[config.mk]
export PLATFORM = sky130hd
export DESIGN_NAME = first_fit_segment_allocator_unit
export DESIGN_NICKNAME = d
export VERILOG_FILES = /design/src/rtl/core/ffsa_pkg.sv /design/src/rtl/core/ffsa_ctrl.sv /design/src/rtl/core/ffsa_dp.sv /design/src/rtl/core/first_fit_segment_allocator_unit.sv
export SDC_FILE = /design/constraint.sdc
export NUM_CORES = 1
export LEC_CHECK = 0
export BUFFER_PORTS_ARGS = -buffer_cell sky130_fd_sc_hd__clkbuf_2
export CAP_MARGIN = 20
export CORE_ASPECT_RATIO = 2
export CORE_MARGIN = 5
export CORE_UTILIZATION = 32
export CTS_BUF_LIST = sky130_fd_sc_hd__clkbuf_16
export DETAILED_ROUTE_END_ITERATION = 16
export MAX_ROUTING_LAYER = met4
export PLACE_DENSITY = 0.49
export REMOVE_ABC_BUFFERS = 1
export SKIP_LAST_GASP = 1
export SYNTH_ARGS = -nofsm -noshare
export SYNTH_HDL_FRONTEND = slang
export SYNTH_HIERARCHICAL = 1
export SYNTH_SLANG_ARGS = --single-unit
[constraint.sdc]
create_clock -name clk -period 7.6 [get_ports clk]
set_input_delay 1.52 -clock clk [delete_from_list [all_inputs] [get_ports clk]]
set_output_delay 1.52 -clock clk [all_outputs]
set_load 0.02 [all_outputs]
[src/rtl/core/ffsa_pkg.sv]
// shared types, constants and codes of the first-fit segment allocator
// depends on nothing; imported by every module of the block
package ffsa_pkg;

    // field widths
    localparam int OP_W       = 1;
    localparam int SIZE_W     = 21;
    localparam int BASE_W     = 20;
    localparam int STATUS_W   = 2;
    localparam int START_W    = 20;
    localparam int MEM_SIZE_W = 21;

    // defaults for the top level parameters
    localparam int FFSA_MAX_SEGMENTS = 16;
    localparam int FFSA_ADDR_BITS    = 20;

    // reset value of the memory size register
    localparam logic [MEM_SIZE_W-1:0] MEM_SIZE_RESET = 21'd1048576;

    // operation codes
    localparam logic [OP_W-1:0] OP_ALLOC   = 1'b0;
    localparam logic [OP_W-1:0] OP_RELEASE = 1'b1;

    // result status codes
    localparam logic [STATUS_W-1:0] ST_OK       = 2'd0;
    localparam logic [STATUS_W-1:0] ST_NOROOM   = 2'd1;
    localparam logic [STATUS_W-1:0] ST_NOTFOUND = 2'd2;

    // input word
    typedef struct packed {
        logic [OP_W-1:0]   op;
        logic [SIZE_W-1:0] size;
        logic [BASE_W-1:0] base;
    } ffsa_in_t;

    // output word
    typedef struct packed {
        logic [STATUS_W-1:0] status;
        logic [START_W-1:0]  seg_start;
    } ffsa_out_t;

    // controller states
    typedef enum logic [3:0] {
        S_IDLE,
        S_CHECK,
        S_SCAN,
        S_TAIL,
        S_INS_RD,
        S_INS_WR,
        S_DEL_RD,
        S_DEL_WR,
        S_RESP
    } ffsa_state_t;

    // commands from controller to datapath
    typedef struct packed {
        logic                load;
        logic                scan;
        logic                set_hit;
        logic                set_tail;
        logic                ins_rd;
        logic                ins_wr;
        logic                ins_new;
        logic                del_rd;
        logic                del_wr;
        logic                del_done;
        logic                res_set;
        logic [STATUS_W-1:0] res_status;
        logic                out_load;
    } ffsa_cmd_t;

    // status from datapath to controller
    typedef struct packed {
        logic is_rel;
        logic reject;
        logic empty;
        logic hit;
        logic last;
        logic tail_fit;
        logic k_at_pos;
        logic k_at_end;
    } ffsa_stat_t;

endpackage

[src/rtl/core/ffsa_ctrl.sv]
// controller state machine of the first-fit segment allocator
// depends on ffsa_pkg; drives ffsa_dp through command and status structs
module ffsa_ctrl
    import ffsa_pkg::*;
(
    input  logic       clk,
    input  logic       rst_n,
    input  logic       in_valid,
    output logic       in_ready,
    output logic       out_valid,
    input  logic       out_ready,
    input  ffsa_stat_t stat,
    output ffsa_cmd_t  cmd
);

    ffsa_state_t state_reg, state_next;
    logic        out_valid_reg, out_valid_next;
    logic        slot_free;

    assign slot_free = !out_valid_reg || out_ready;

    // state register and output word valid
    always_ff @(posedge clk or negedge rst_n)
    begin
        if (!rst_n)
        begin
            state_reg     <= S_IDLE;
            out_valid_reg <= 1'b0;
        end
        else
        begin
            state_reg     <= state_next;
            out_valid_reg <= out_valid_next;
        end
    end

    // next state
    always_comb
    begin
        state_next = state_reg;
        unique case (state_reg)
            S_IDLE:
            begin
                if (in_valid)
                    state_next = S_CHECK;
            end
            S_CHECK:
            begin
                if (!stat.is_rel && stat.reject)
                    state_next = S_RESP;
                else if (stat.empty)
                    state_next = stat.is_rel ? S_RESP : S_TAIL;
                else
                    state_next = S_SCAN;
            end
            S_SCAN:
            begin
                if (stat.hit)
                    state_next = stat.is_rel ? S_DEL_RD : S_INS_RD;
                else if (stat.last)
                    state_next = stat.is_rel ? S_RESP : S_TAIL;
            end
            S_TAIL:
            begin
                state_next = stat.tail_fit ? S_INS_RD : S_RESP;
            end
            S_INS_RD:
            begin
                state_next = stat.k_at_pos ? S_RESP : S_INS_WR;
            end
            S_INS_WR:
            begin
                state_next = S_INS_RD;
            end
            S_DEL_RD:
            begin
                state_next = stat.k_at_end ? S_RESP : S_DEL_WR;
            end
            S_DEL_WR:
            begin
                state_next = S_DEL_RD;
            end
            S_RESP:
            begin
                if (slot_free)
                    state_next = S_IDLE;
            end
            default:
            begin
                state_next = S_IDLE;
            end
        endcase
    end

    // commands and handshake outputs
    always_comb
    begin
        cmd            = '0;
        cmd.res_status = ST_OK;
        in_ready       = 1'b0;
        unique case (state_reg)
            S_IDLE:
            begin
                in_ready = 1'b1;
                cmd.load = in_valid;
            end
            S_CHECK:
            begin
                if (!stat.is_rel && stat.reject)
                begin
                    cmd.res_set    = 1'b1;
                    cmd.res_status = ST_NOROOM;
                end
                else if (stat.empty && stat.is_rel)
                begin
                    cmd.res_set    = 1'b1;
                    cmd.res_status = ST_NOTFOUND;
                end
            end
            S_SCAN:
            begin
                if (stat.hit)
                    cmd.set_hit = 1'b1;
                else
                begin
                    cmd.scan = 1'b1;
                    if (stat.last && stat.is_rel)
                    begin
                        cmd.res_set    = 1'b1;
                        cmd.res_status = ST_NOTFOUND;
                    end
                end
            end
            S_TAIL:
            begin
                if (stat.tail_fit)
                    cmd.set_tail = 1'b1;
                else
                begin
                    cmd.res_set    = 1'b1;
                    cmd.res_status = ST_NOROOM;
                end
            end
            S_INS_RD:
            begin
                if (stat.k_at_pos)
                begin
                    cmd.ins_new    = 1'b1;
                    cmd.res_set    = 1'b1;
                    cmd.res_status = ST_OK;
                end
                else
                    cmd.ins_rd = 1'b1;
            end
            S_INS_WR:
            begin
                cmd.ins_wr = 1'b1;
            end
            S_DEL_RD:
            begin
                if (stat.k_at_end)
                begin
                    cmd.del_done   = 1'b1;
                    cmd.res_set    = 1'b1;
                    cmd.res_status = ST_OK;
                end
                else
                    cmd.del_rd = 1'b1;
            end
            S_DEL_WR:
            begin
                cmd.del_wr = 1'b1;
            end
            S_RESP:
            begin
                cmd.out_load = slot_free;
            end
            default:
            begin
                cmd = '0;
            end
        endcase
    end

    // output word valid: set on load, cleared when taken
    always_comb
    begin
        if (cmd.out_load)
            out_valid_next = 1'b1;
        else if (out_ready)
            out_valid_next = 1'b0;
        else
            out_valid_next = out_valid_reg;
    end

    assign out_valid = out_valid_reg;

endmodule

[src/rtl/core/ffsa_dp.sv]
// datapath of the first-fit segment allocator: segment memory, scan and result
// depends on ffsa_pkg; commanded by ffsa_ctrl
module ffsa_dp
    import ffsa_pkg::*;
#(
    parameter int MAX_SEGMENTS = FFSA_MAX_SEGMENTS,
    parameter int ADDR_BITS    = FFSA_ADDR_BITS
)
(
    input  logic                  clk,
    input  logic                  rst_n,
    input  ffsa_in_t              in_data,
    output ffsa_out_t             out_data,
    input  logic                  cfg_wr_en,
    input  logic [MEM_SIZE_W-1:0] cfg_wr_data,
    input  ffsa_cmd_t             cmd,
    output ffsa_stat_t            stat
);

    localparam int IW   = $clog2(MAX_SEGMENTS);
    localparam int CNTW = $clog2(MAX_SEGMENTS + 1);
    localparam int CURW = ((ADDR_BITS > SIZE_W) ? ADDR_BITS : SIZE_W) + 2;
    localparam int EW   = ADDR_BITS + SIZE_W;
    localparam logic [CURW-1:0] SPACE     = CURW'(1) << ADDR_BITS;
    localparam logic [CNTW-1:0] FULL_CNT  = CNTW'(MAX_SEGMENTS);

    // segment memory: {base, length} per slot, sorted by base
    logic [EW-1:0]         seg_mem_reg [MAX_SEGMENTS];
    logic [EW-1:0]         rd_data_reg;
    logic [IW-1:0]         rd_addr;
    logic                  wr_en;
    logic [IW-1:0]         wr_addr;
    logic [EW-1:0]         wr_data;

    logic [OP_W-1:0]       op_reg;
    logic [SIZE_W-1:0]     size_reg;
    logic [BASE_W-1:0]     base_reg;
    logic [CURW-1:0]       cursor_reg;
    logic [IW-1:0]         idx_reg;
    logic [IW-1:0]         k_reg;
    logic [IW-1:0]         pos_reg;
    logic [CNTW-1:0]       count_reg;
    logic [MEM_SIZE_W-1:0] mem_size_reg;
    logic [STATUS_W-1:0]   status_reg;
    logic [START_W-1:0]    start_reg;
    ffsa_out_t             out_data_reg;

    logic [ADDR_BITS-1:0]  rd_base;
    logic [SIZE_W-1:0]     rd_len;
    logic [CURW-1:0]       rd_base_ext;
    logic [CURW-1:0]       size_ext;
    logic [CURW-1:0]       seg_end;
    logic [CURW-1:0]       cursor_next;
    logic [CURW-1:0]       mem_ext;
    logic [CURW-1:0]       limit;
    logic                  gap_fit;
    logic                  base_match;
    logic [IW-1:0]         count_idx;

    assign rd_base     = rd_data_reg[EW-1:SIZE_W];
    assign rd_len      = rd_data_reg[SIZE_W-1:0];
    assign rd_base_ext = CURW'(rd_base);
    assign size_ext    = CURW'(size_reg);
    assign seg_end     = rd_base_ext + CURW'(rd_len);
    assign cursor_next = (seg_end > cursor_reg) ? seg_end : cursor_reg;
    assign count_idx   = count_reg[IW-1:0];

    // usable limit is the smaller of memory size and address space
    assign mem_ext = CURW'(mem_size_reg);
    assign limit   = (mem_ext < SPACE) ? mem_ext : SPACE;

    // gap in front of the segment under scan, and release match
    assign gap_fit = (rd_base_ext >= cursor_reg)
                  && ((rd_base_ext - cursor_reg) >= size_ext)
                  && ((cursor_reg + size_ext) <= limit);
    assign base_match = (rd_base_ext == CURW'(base_reg));

    // status to controller
    always_comb
    begin
        stat.is_rel   = (op_reg == OP_RELEASE);
        stat.reject   = (size_reg == '0) || (count_reg == FULL_CNT);
        stat.empty    = (count_reg == '0);
        stat.hit      = (op_reg == OP_RELEASE) ? base_match : gap_fit;
        stat.last     = ((CNTW'(idx_reg) + CNTW'(1)) == count_reg);
        stat.tail_fit = (cursor_reg <= limit) && ((limit - cursor_reg) >= size_ext);
        stat.k_at_pos = (k_reg == pos_reg);
        stat.k_at_end = ((CNTW'(k_reg) + CNTW'(1)) == count_reg);
    end

    // read address select
    always_comb
    begin
        rd_addr = '0;
        if (cmd.scan)
            rd_addr = idx_reg + IW'(1);
        else if (cmd.ins_rd)
            rd_addr = k_reg - IW'(1);
        else if (cmd.del_rd)
            rd_addr = k_reg + IW'(1);
    end

    // write port select
    always_comb
    begin
        wr_en   = cmd.ins_wr || cmd.del_wr || cmd.ins_new;
        wr_addr = cmd.ins_new ? pos_reg : k_reg;
        wr_data = cmd.ins_new ? {cursor_reg[ADDR_BITS-1:0], size_reg} : rd_data_reg;
    end

    // segment memory, registered read
    always_ff @(posedge clk)
    begin
        if (wr_en)
            seg_mem_reg[wr_addr] <= wr_data;
        rd_data_reg <= seg_mem_reg[rd_addr];
    end

    // control state: segment count and memory size register
    always_ff @(posedge clk or negedge rst_n)
    begin
        if (!rst_n)
        begin
            count_reg    <= '0;
            mem_size_reg <= MEM_SIZE_RESET;
        end
        else
        begin
            if (cmd.ins_new)
                count_reg <= count_reg + CNTW'(1);
            else if (cmd.del_done)
                count_reg <= count_reg - CNTW'(1);
            if (cfg_wr_en)
                mem_size_reg <= cfg_wr_data;
        end
    end

    // working registers of the current word
    always_ff @(posedge clk)
    begin
        if (cmd.load)
        begin
            op_reg     <= in_data.op;
            size_reg   <= in_data.size;
            base_reg   <= in_data.base;
            idx_reg    <= '0;
            cursor_reg <= '0;
        end
        if (cmd.scan)
        begin
            idx_reg    <= idx_reg + IW'(1);
            cursor_reg <= cursor_next;
        end
        if (cmd.set_hit)
        begin
            pos_reg <= idx_reg;
            k_reg   <= (op_reg == OP_RELEASE) ? idx_reg : count_idx;
        end
        if (cmd.set_tail)
        begin
            pos_reg <= count_idx;
            k_reg   <= count_idx;
        end
        if (cmd.ins_wr)
            k_reg <= k_reg - IW'(1);
        if (cmd.del_wr)
            k_reg <= k_reg + IW'(1);
    end

    // result and output word
    always_ff @(posedge clk)
    begin
        if (cmd.res_set)
        begin
            status_reg <= cmd.res_status;
            if (cmd.res_status != ST_OK)
                start_reg <= '0;
            else if (op_reg == OP_RELEASE)
                start_reg <= base_reg;
            else
                start_reg <= cursor_reg[START_W-1:0];
        end
        if (cmd.out_load)
        begin
            out_data_reg.status    <= status_reg;
            out_data_reg.seg_start <= start_reg;
        end
    end

    assign out_data = out_data_reg;

endmodule

[src/rtl/core/first_fit_segment_allocator_unit.sv]
// top level of the first-fit segment allocator: controller plus datapath
// depends on ffsa_pkg, ffsa_ctrl and ffsa_dp
//
//   channel  signals                        width  notes
//   in       in_valid, in_ready, in_data    42     op, size, base
//   out      out_valid, out_ready, out_data 22     status, seg_start
//   cfg      cfg_wr_en, cfg_wr_data         21     memory_size, no wait
//
// one word at a time: unless it is rejected or no segment exists, a word
// scans at most the segment count of slots in order until a hit or the
// last one; a placement or release then moves the later slots one by one
// to insert or close a gap, through the memory's single read and write port
// reset clears the segment count and sets memory size to 1 MiB, no sweep
// the output register lets the next word enter while a result waits; a
// result that finds the output register still full holds the block
module first_fit_segment_allocator_unit
    import ffsa_pkg::*;
#(
    parameter int MAX_SEGMENTS = FFSA_MAX_SEGMENTS,
    parameter int ADDR_BITS    = FFSA_ADDR_BITS
)
(
    input  logic                  clk,
    input  logic                  rst_n,
    input  logic                  in_valid,
    output logic                  in_ready,
    input  ffsa_in_t              in_data,
    output logic                  out_valid,
    input  logic                  out_ready,
    output ffsa_out_t             out_data,
    input  logic                  cfg_wr_en,
    input  logic [MEM_SIZE_W-1:0] cfg_wr_data
);

    ffsa_cmd_t  cmd;
    ffsa_stat_t stat;

    // sequencing
    ffsa_ctrl u_ctrl (
        .clk       (clk),
        .rst_n     (rst_n),
        .in_valid  (in_valid),
        .in_ready  (in_ready),
        .out_valid (out_valid),
        .out_ready (out_ready),
        .stat      (stat),
        .cmd       (cmd)
    );

    // segment memory and arithmetic
    ffsa_dp #(
        .MAX_SEGMENTS (MAX_SEGMENTS),
        .ADDR_BITS    (ADDR_BITS)
    ) u_dp (
        .clk         (clk),
        .rst_n       (rst_n),
        .in_data     (in_data),
        .out_data    (out_data),
        .cfg_wr_en   (cfg_wr_en),
        .cfg_wr_data (cfg_wr_data),
        .cmd         (cmd),
        .stat        (stat)
    );

endmodule

* After elaboration in Yosys (flattened, before gate mapping)
Memory sizes are Yosys's and may differ from the RTL's. A register that Yosys moved wholly into a read port is not among the register bits.
Index checks and enable logic that the tools add are counted.
** Storage, ports and cells
- Register bits after elaboration :: 152
- Bits in latches :: 0
- Bits in writable memories :: 656
- Bits in read-only memories :: 0
- Output and inout bits :: 24
- Word-level logic and storage cells :: 137
- Memories kept :: 1
** Cells by class
- $add $sub $neg :: 11
- $mul :: 0
- Divide/modulo/power cells :: 0
- Order comparisons :: 7
- Equality and inequality tests :: 17
- Shifts and indexed selects :: 0
- Mux-type cells :: 63
- Bitwise operators :: 0
- Reductions and logical operators :: 23
** Memories
- u_dp.seg_mem_reg :: depth 16, width 41, rd ports 1, clocked after memory_dff 1, write ports 1, RTL line ffsa_dp.sv:28 : logic [EW-1:0] seg_mem_reg [MAX_SEGMENTS];
** Operator list (count)
- 4-bit two-way mux :: 24
- 23-bit two-way mux :: 3
- 23-bit by 21-bit greater-or-equal comparator with 1-bit output :: 2
- 23-bit <= comparator :: 2
- 41-bit two-way mux :: 1
- 4-bit case mux with 9 select lines :: 1
- 23-bit by 21-bit adder with 23-bit output :: 1
- 20-bit by 23-bit greater-or-equal comparator with 1-bit output :: 1
- 23-bit > comparator :: 1
- 20-bit by 23-bit subtractor with 23-bit output :: 1
- 23-bit subtractor :: 1
- 20-bit by 21-bit adder with 22-bit output :: 1
- 21-bit logical NOT :: 1
- 21-bit less-than comparator (second input constant) :: 1
- 1-bit two-way mux :: 21
- 21-bit two-way mux :: 1
- 20-bit equality test :: 1
- 20-bit two-way mux :: 1
- 3-bit two-way mux :: 6
- 4-bit by 3-bit equality test with 1-bit output (second input constant) :: 4
- 3-bit case mux with 5 select lines :: 1
- 4-bit by 1-bit adder with 5-bit output (second input constant) :: 2
- 5-bit equality test :: 2
- 5-bit two-way mux :: 2
- other kinds (22) :: 39

* Longest topological paths before layout
Gate-level depths: netlist (run 1).
- Word-level depth :: 11
- Depth in mapped cells :: 35

* Hierarchy
Netlist (run 1), hierarchy kept.
** Modules (own cells, without submodules)
- ffsa_dp :: instances 1, cells each 2417, area each 38490.7 um2, sequential area each 24775.0 um2
- ffsa_ctrl :: instances 1, cells each 80, area each 590.6 um2, sequential area each 125.1 um2

* Least setup slack after synthesis (run 1)
OpenSTA, ideal clock, no wires.
- Path type :: register to register
- Start point :: register u_dp.mem_size_reg[20]
- End point :: register u_dp.start_reg[0] (enable)
- Library setup time :: 409 ps
- Arrival :: 6201 ps
- Required time :: 7191 ps
- Slack :: 990 ps
- Stages on the path, launching flop included :: 30
- Path buffers :: 3
- Clock period less this slack :: 6610 ps
- Cells stage by stage :: dfstp_2 > buf_6 > inv_2 > buf_2 > buf_1 > nand2_1 > ha_1 > inv_1 > fa_1 > maj3_1 > o2111ai_1 > and4bb_2 > o21ai_2 > a2111oi_2 > o41ai_1 > a21oi_1 > xnor2_1 > ha_1 > nand4_1 > nor3_1 > o21ai_0 > a21oi_1 > a211o_1 > o21ai_0 > a21boi_0 > a311oi_1 > mux2i_1 > a21oi_1 > a2bb2oi_1 > o22ai_1
** RTL lines
- start, declared :: RTL line ffsa_dp.sv:43 : logic [MEM_SIZE_W-1:0] mem_size_reg;
- start signal, assigned :: RTL line ffsa_dp.sv:134 : mem_size_reg <= cfg_wr_data;
- end signal, assigned :: RTL line ffsa_dp.sv:179 : start_reg <= base_reg;
- end signal, assigned :: RTL line ffsa_dp.sv:181 : start_reg <= cursor_reg[START_W-1:0];
- end, declared :: RTL line ffsa_dp.sv:45 : logic [START_W-1:0] start_reg;

==> results of run 1 <==
==> critical path, delay by kind of cell, from the launching register on <==
kind / cells / cell delay, ps
adders and majority gates: 4 / 1420
muxes: 2 / 800
buffers and inverters: 2 / 130
xor gates and xnor gates: 1 / 140
AOI/OAI and AO/OA: 12 / 2210
and+or+nand+nor: 7 / 1550
DFF: 1 / 750
==> where the power goes <==
| part | internal (mW) | switching [mW] |
|---|---|---|
| Sequential | 6.17 | 0.597 |
| Clock | 2.14 | 1.82 |
| Combinational | 4.11 | 5.47 |
| Total | 12.4 | 7.89 |
==> metal layers <==
layer / up-vias / track usage, % / wire, um
met3: 186 / 2.12 / 3720
met4: 0 / 7.43 / 5350
met5: - / - / 0
met1: 11786 / 19.3 / 42900
li1: 10214 / - / -
met2: 529 / 33.2 / 63100
==> worst paths after layout <==
kind	start	endpoint	cells past startpoint
setup / recovery	u_dp/mem_size_reg[20]	u_dp/k_reg[1]	28
hold / removal	u_dp/start_reg[13]	u_dp/out_data[13]	0
setup reg to reg	u_dp/mem_size_reg[20]	u_dp/k_reg[1]	28
hold reg to reg	u_dp/start_reg[13]	u_dp/out_data[13]	0
max in group asynchronous	rst_n	u_dp/mem_size_reg[9]	1
min in group asynchronous	rst_n	u_ctrl/out_valid	1
==> metrics by stage <==
step	total power [mW]	utilization, %	cell area (um2)	hold WS, ps	instances
6_report	20.3	37.1	45200	407	4341
5_1_grt	21.6	37.1	45200	417	4341
4_1_cts	20.5	37.1	45100	411	4340
3_5_place_dp	16.5	35.0	42600	405	4190
3_3_place_gp	16.3	35.0	42600	405	4189
2_1_floorplan	13.5	-	38600	400	2402
==> placed cells by master (no fill, tap or decap), drive strengths merged, types with 6 or more instances in the layout <==
master    count
nand2        79
nor2b        65
nand2b       16
ha          170
nand4        27
nor4         19
mux2i        67
clkbuf      174
mux2         64
and2         25
a21o         52
a211oi       49
clkinvlp      6
nor2        116
xnor2        75
mux4        164
buf         142
dfrtp        30
o211ai        8
dfxtp        41
edfxtp      776
o21bai       13
a21oi       138
o21a         23
clkinv       38
xor2         35
nand3        29
or2           7
nor3         27
o31ai         8
o21ai        58
inv         134
a31oi        14
and3          8
==> area by class of cell <==
cell class / instances / area [um2] / share of cell area (%)
flip-flops and latches: 848 / 24900 / 55.1
multi-input cells: 1439 / 13500 / 29.9
clock buffers: 83 / 2080 / 4.60
well taps: 1555 / 1950 / 4.31
repair buffers: 233 / 1810 / 4.00
clock inverters: 67 / 497 / 1.10
inverters: 115 / 432 / 0.956
diodes: 1 / 2.50 / 0.00554
==> cells by family after synthesis <==
kind of cell    share of synthesized area [%]
flops                                    63.7
buf+inv                                  2.24
compound gates                           7.03
xor+xnor                                 2.47
mux                                      13.0
simple gates                             5.72
fa+ha+maj                                5.81
==> repair_timing <==
item                       in CTS  in global routing
setup endpoints to repair      21                 67
pin swaps                       0                  0
resized for setup               1                  3
==> flow_metrics.env, run 1 <==
export IMPL_die_area_um2=130000
export IMPL_status="completed"
export IMPL_power_density_nw_per_um2=450
export IMPL_antenna_found_initial=2
export IMPL_critPathMaxFanout=10
export IMPL_async_flop_share_pct=3.66
export IMPL_grt_pass1_vias=24328
export IMPL_min_period_ps=7270
export IMPL_post_synth_instance_area_um2=39100
export IMPL_hold_buffers=0
export IMPL_grt_pass1_wl_mm=167
export IMPL_grt_max_degree=56
export IMPL_ys_warn_count=6
export IMPL_fin_skew_ps=32.8
export IMPL_core_area_um2=122000
export IMPL_drv_cap=0
export IMPL_largest_reg_flops=656
export IMPL_cts_sinks=848
export IMPL_drcViolationCount=0
export IMPL_nets=2961
export IMPL_synth_top_flop_cell="edfxtp_1"
export IMPL_fillers=11256
export IMPL_synth_commonest_cells="776 x edfxtp_1, 170 x ha_1, 164 x mux4_2"
export IMPL_gp_congestion=0.942
export IMPL_gr_total_overflow=0
export IMPL_pre_cts_ws_ps=-75.2
export IMPL_rsz0062_at_grt="yes"
export IMPL_critPathMaxStageDelay_ps=750
export IMPL_synth_area_leaders="edfxtp_1 60%, mux4_2 9.5%, ha_1 5.4%, dfxtp_1 2.1%, dfrtp_1 1.9%"
export IMPL_syn_inst=2497
export IMPL_ant_nets=0
export IMPL_cts_clk_slew_worst_paths_ps=70
export IMPL_wirelength_mm=115
export IMPL_synth_seq_cells=848
export IMPL_cts_max_level=3
export IMPL_syn_to_final_growth_pct=15.5
export IMPL_io_pins=92
export IMPL_clock_latency_ps=680
export IMPL_avgSynthCellArea_um2=15.7
export IMPL_cp_end_kind="register"
export IMPL_fmax_mhz=138
export IMPL_critPathSlowestCell="dfstp_2"
export IMPL_port_buffers=91
export IMPL_synth_top_area_cell="edfxtp_1"
export IMPL_cts_tree="built"
export IMPL_viasPerCell=5.23
export IMPL_drv_slew=0
export IMPL_post_cts_setup_buffers=0
export IMPL_placementRows=181
export IMPL_dpl_hpwl_mm=79.2
export IMPL_hold_viol=0
export IMPL_arrival_ps=7670
export IMPL_p_leak_nw=16.3
export IMPL_start_util_pct=32.1
export IMPL_relSlewSlack_pct=26.7
export IMPL_finalSetupTns_ps=0
export IMPL_grtUsageTotal_pct=17.9
export IMPL_dieHeight_um=504
export IMPL_numCtsBuffers=81
export IMPL_clock_path_buffers=3
export IMPL_setup_viol=0
export IMPL_min_path_type="register to register"
export IMPL_ys_types=89
export IMPL_fp_dieW_um=257
export IMPL_required_ps=8000
export IMPL_crit_type="register to register"
export IMPL_ys_seq_area_share_pct=63.7
export IMPL_wl_per_cell_um=26.5
export IMPL_dr_pass1_iters=6
export IMPL_fin_crit_sh_pct=95.6
export IMPL_worst_pin_slew_ps=1090
export IMPL_synth_most_common_cell="edfxtp_1"
export IMPL_synth_top_cell_area_share_pct=59.6
export IMPL_synth_edf_count=776
export IMPL_layout_drive_gt1_share_pct=22.8
export IMPL_cts_root_buf="clkbuf_16"
export IMPL_vias=22715
export IMPL_reg2reg_slack_ps=330
export IMPL_vdd_drop_max_mv=0.201
export IMPL_setup_slack_ps=331
export IMPL_startpoint_type="register"
export IMPL_first_iter_violations=1256
Note: power is estimated with default switching activity, not from simulation.
==> inputs of run 2 (changes only) <==
Settings changed: CORE_MARGIN 5 to 2, CTS_BUF_LIST sky130_fd_sc_hd__clkbuf_16 to default.
==> run 2 against run 1 <==
  * Worst hold slack better by 11 ps
  * Sequential share of layout area is 0.68 points lower
  * Fmax is 1.8% lower
  * Die area is 3.5% lower
  * Largest power group unchanged
==> flow_metrics.env, run 2 (synthesized netlist as in run 1, its figures left out) <==
export IMPL_relSlewSlack_pct=20.6
export IMPL_drv_cap=0
export IMPL_gp_congestion=0.896
export IMPL_worst_pin_slew_ps=1180
export IMPL_cp_top_family="compound AO/OA/AOI/OAI gates"
export IMPL_cts_max_level=3
export IMPL_hold_viol=0
export IMPL_drv_slew=0
export IMPL_port_buffers=91
export IMPL_vias=22953
export IMPL_core_area_um2=121000
export IMPL_clock_path_buffers=3
export IMPL_numCtsBuffers=76
export IMPL_required_ps=8140
export IMPL_reg2reg_depth=32
export IMPL_grt_max_degree=49
export IMPL_reg2reg_slack_ps=190
export IMPL_critPathMaxStageDelay_ps=640
export IMPL_startpoint_type="register"
export IMPL_fin_crit_sh_pct=97.4
export IMPL_power_density_nw_per_um2=454
export IMPL_dr_pass1_iters=7
export IMPL_dieHeight_um=498
export IMPL_start_util_pct=32.2
export IMPL_cts_tree="built"
export IMPL_drcViolationCount=0
export IMPL_placementRows=181
export IMPL_min_path_type="register to register"
export IMPL_cts_sinks=848
export IMPL_holdPathStages=0
export IMPL_grt_pass1_wl_mm=167
export IMPL_wl_per_cell_um=26.7
export IMPL_crit_type="register to register"
export IMPL_final_cell_mix="776 x edfxtp_1, 170 x ha_1, 164 x mux4_2"
export IMPL_p_leak_nw=16.6
export IMPL_ant_nets=0
export IMPL_cts_root_buf="clkbuf_16"
export IMPL_die_area_um2=125000
export IMPL_largest_reg_flops=656
export IMPL_io_pins=92
export IMPL_worstSetupPathDepth=32
export IMPL_layout_drive_gt1_share_pct=24.4
export IMPL_reg2reg_from="u_dp/cursor_reg[6]"
export IMPL_wirelength_mm=117
export IMPL_fp_dieW_um=251
export IMPL_fin_skew_ps=25.6
export IMPL_cp_end_kind="register"
export IMPL_nets=3002
export IMPL_clock_latency_ps=670
export IMPL_final_common_cell="edfxtp_1"
export IMPL_arrival_ps=7940
export IMPL_hold_ws_ps=418
export IMPL_min_from="u_dp/start_reg[13]"
export IMPL_placedCellCount=4212
export IMPL_total_power_mw=20.8
export IMPL_grt_pass1_vias=24190
export IMPL_setup_viol=0
export IMPL_grtUsageTotal_pct=19.1
export IMPL_min_to="u_dp/out_data[13]"
export IMPL_vdd_drop_max_mv=0.236
export IMPL_dpl_hpwl_mm=82.2
export IMPL_critPathSlowestCell="edfxtp_1"
export IMPL_gr_total_overflow=0
export IMPL_fmax_mhz=135
export IMPL_fin_cells=4379
export IMPL_first_iter_violations=1308
export IMPL_critPathMaxFanout=6
export IMPL_viasPerCell=5.24
export IMPL_cts_clk_slew_worst_paths_ps=70
export IMPL_r2r_end="u_dp/rd_data_reg[10]"
export IMPL_syn_to_final_growth_pct=17.0
export IMPL_path_buf_inv=6
export IMPL_status="completed"
export IMPL_antenna_found_initial=2
export IMPL_min_period_ps=7410
-- run 2: cell types whose count changed in the layout (fill, tap and decap cells not counted), moves of 3 or more --
cell | previous run | this run
buf_16 | 0 | 3
buf_4 | 118 | 161
bufinv_16 | 4 | 11
clkbuf_1 | 0 | 14
clkbuf_16 | 83 | 79
clkbuf_8 | 0 | 4
clkinv_1 | 16 | 8
clkinv_4 | 6 | 3
inv_1 | 129 | 111
-- run 2: how the worst max path moves through the flow --
stage / from / end
floorplan: u_dp/cursor_reg[0] / u_dp/rd_data_reg[0]
global placement: u_dp/cursor_reg[3] / u_dp/rd_data_reg[21]
CTS: u_dp/size_reg[1] / u_dp/rd_data_reg[8]
finish: u_dp/cursor_reg[6] / u_dp/rd_data_reg[10]
detailed placement: u_dp/size_reg[1] / u_dp/rd_data_reg[36]
global route: u_dp/cursor_reg[6] / u_dp/rd_data_reg[19]
-- run 2: stage by stage --
| stage | cell area (um2) | TNS (ps) | setup slack [ps] | util (%) |
|---|---|---|---|---|
| after floorplan | 38600 | -456550 | -11140 | - |
| after global placement | 42800 | -31660 | -707 | 35.2 |
| after detailed placement | 42800 | -31110 | -675 | 35.2 |
| after CTS | 45400 | 0 | 16.7 | 37.4 |
| after global routing | 45700 | -357 | -62.1 | 37.7 |
| final | 45700 | 0 | 194 | 37.7 |
-- run 2: layer usage --
layer	global-route usage, %	routed length (um)
met3	2.27	3580
met4	9.25	6140
met2	35.9	65200
met1	19.5	42100
met5	-	0
-- run 2: final cells by class --
class                   instances  area, um2
fillers                     11337      75700
flip-flops and latches        848      24900
diodes                          1       2.50
multi-input cells            1439      13600
inverters                     115        432
repair buffers                279       2230
clock inverters                46        594
well taps                    1555       1950
clock buffers                  96       2060
-- run 2: timing repair --
item | in CTS | in global routing
setup endpoints to repair | 63 | 41
pin swaps | 0 | 5
hold buffers | 0 | 0
cloned | 0 | 1
gates resized for setup | 6 | 14
setup buffers | 0 | 23
-- run 2: report_power, final --
| part | switching (mW) | internal, mW |
|---|---|---|
| clock | 1.81 | 2.33 |
| sequential | 0.582 | 6.17 |
| combinational | 5.59 | 4.28 |
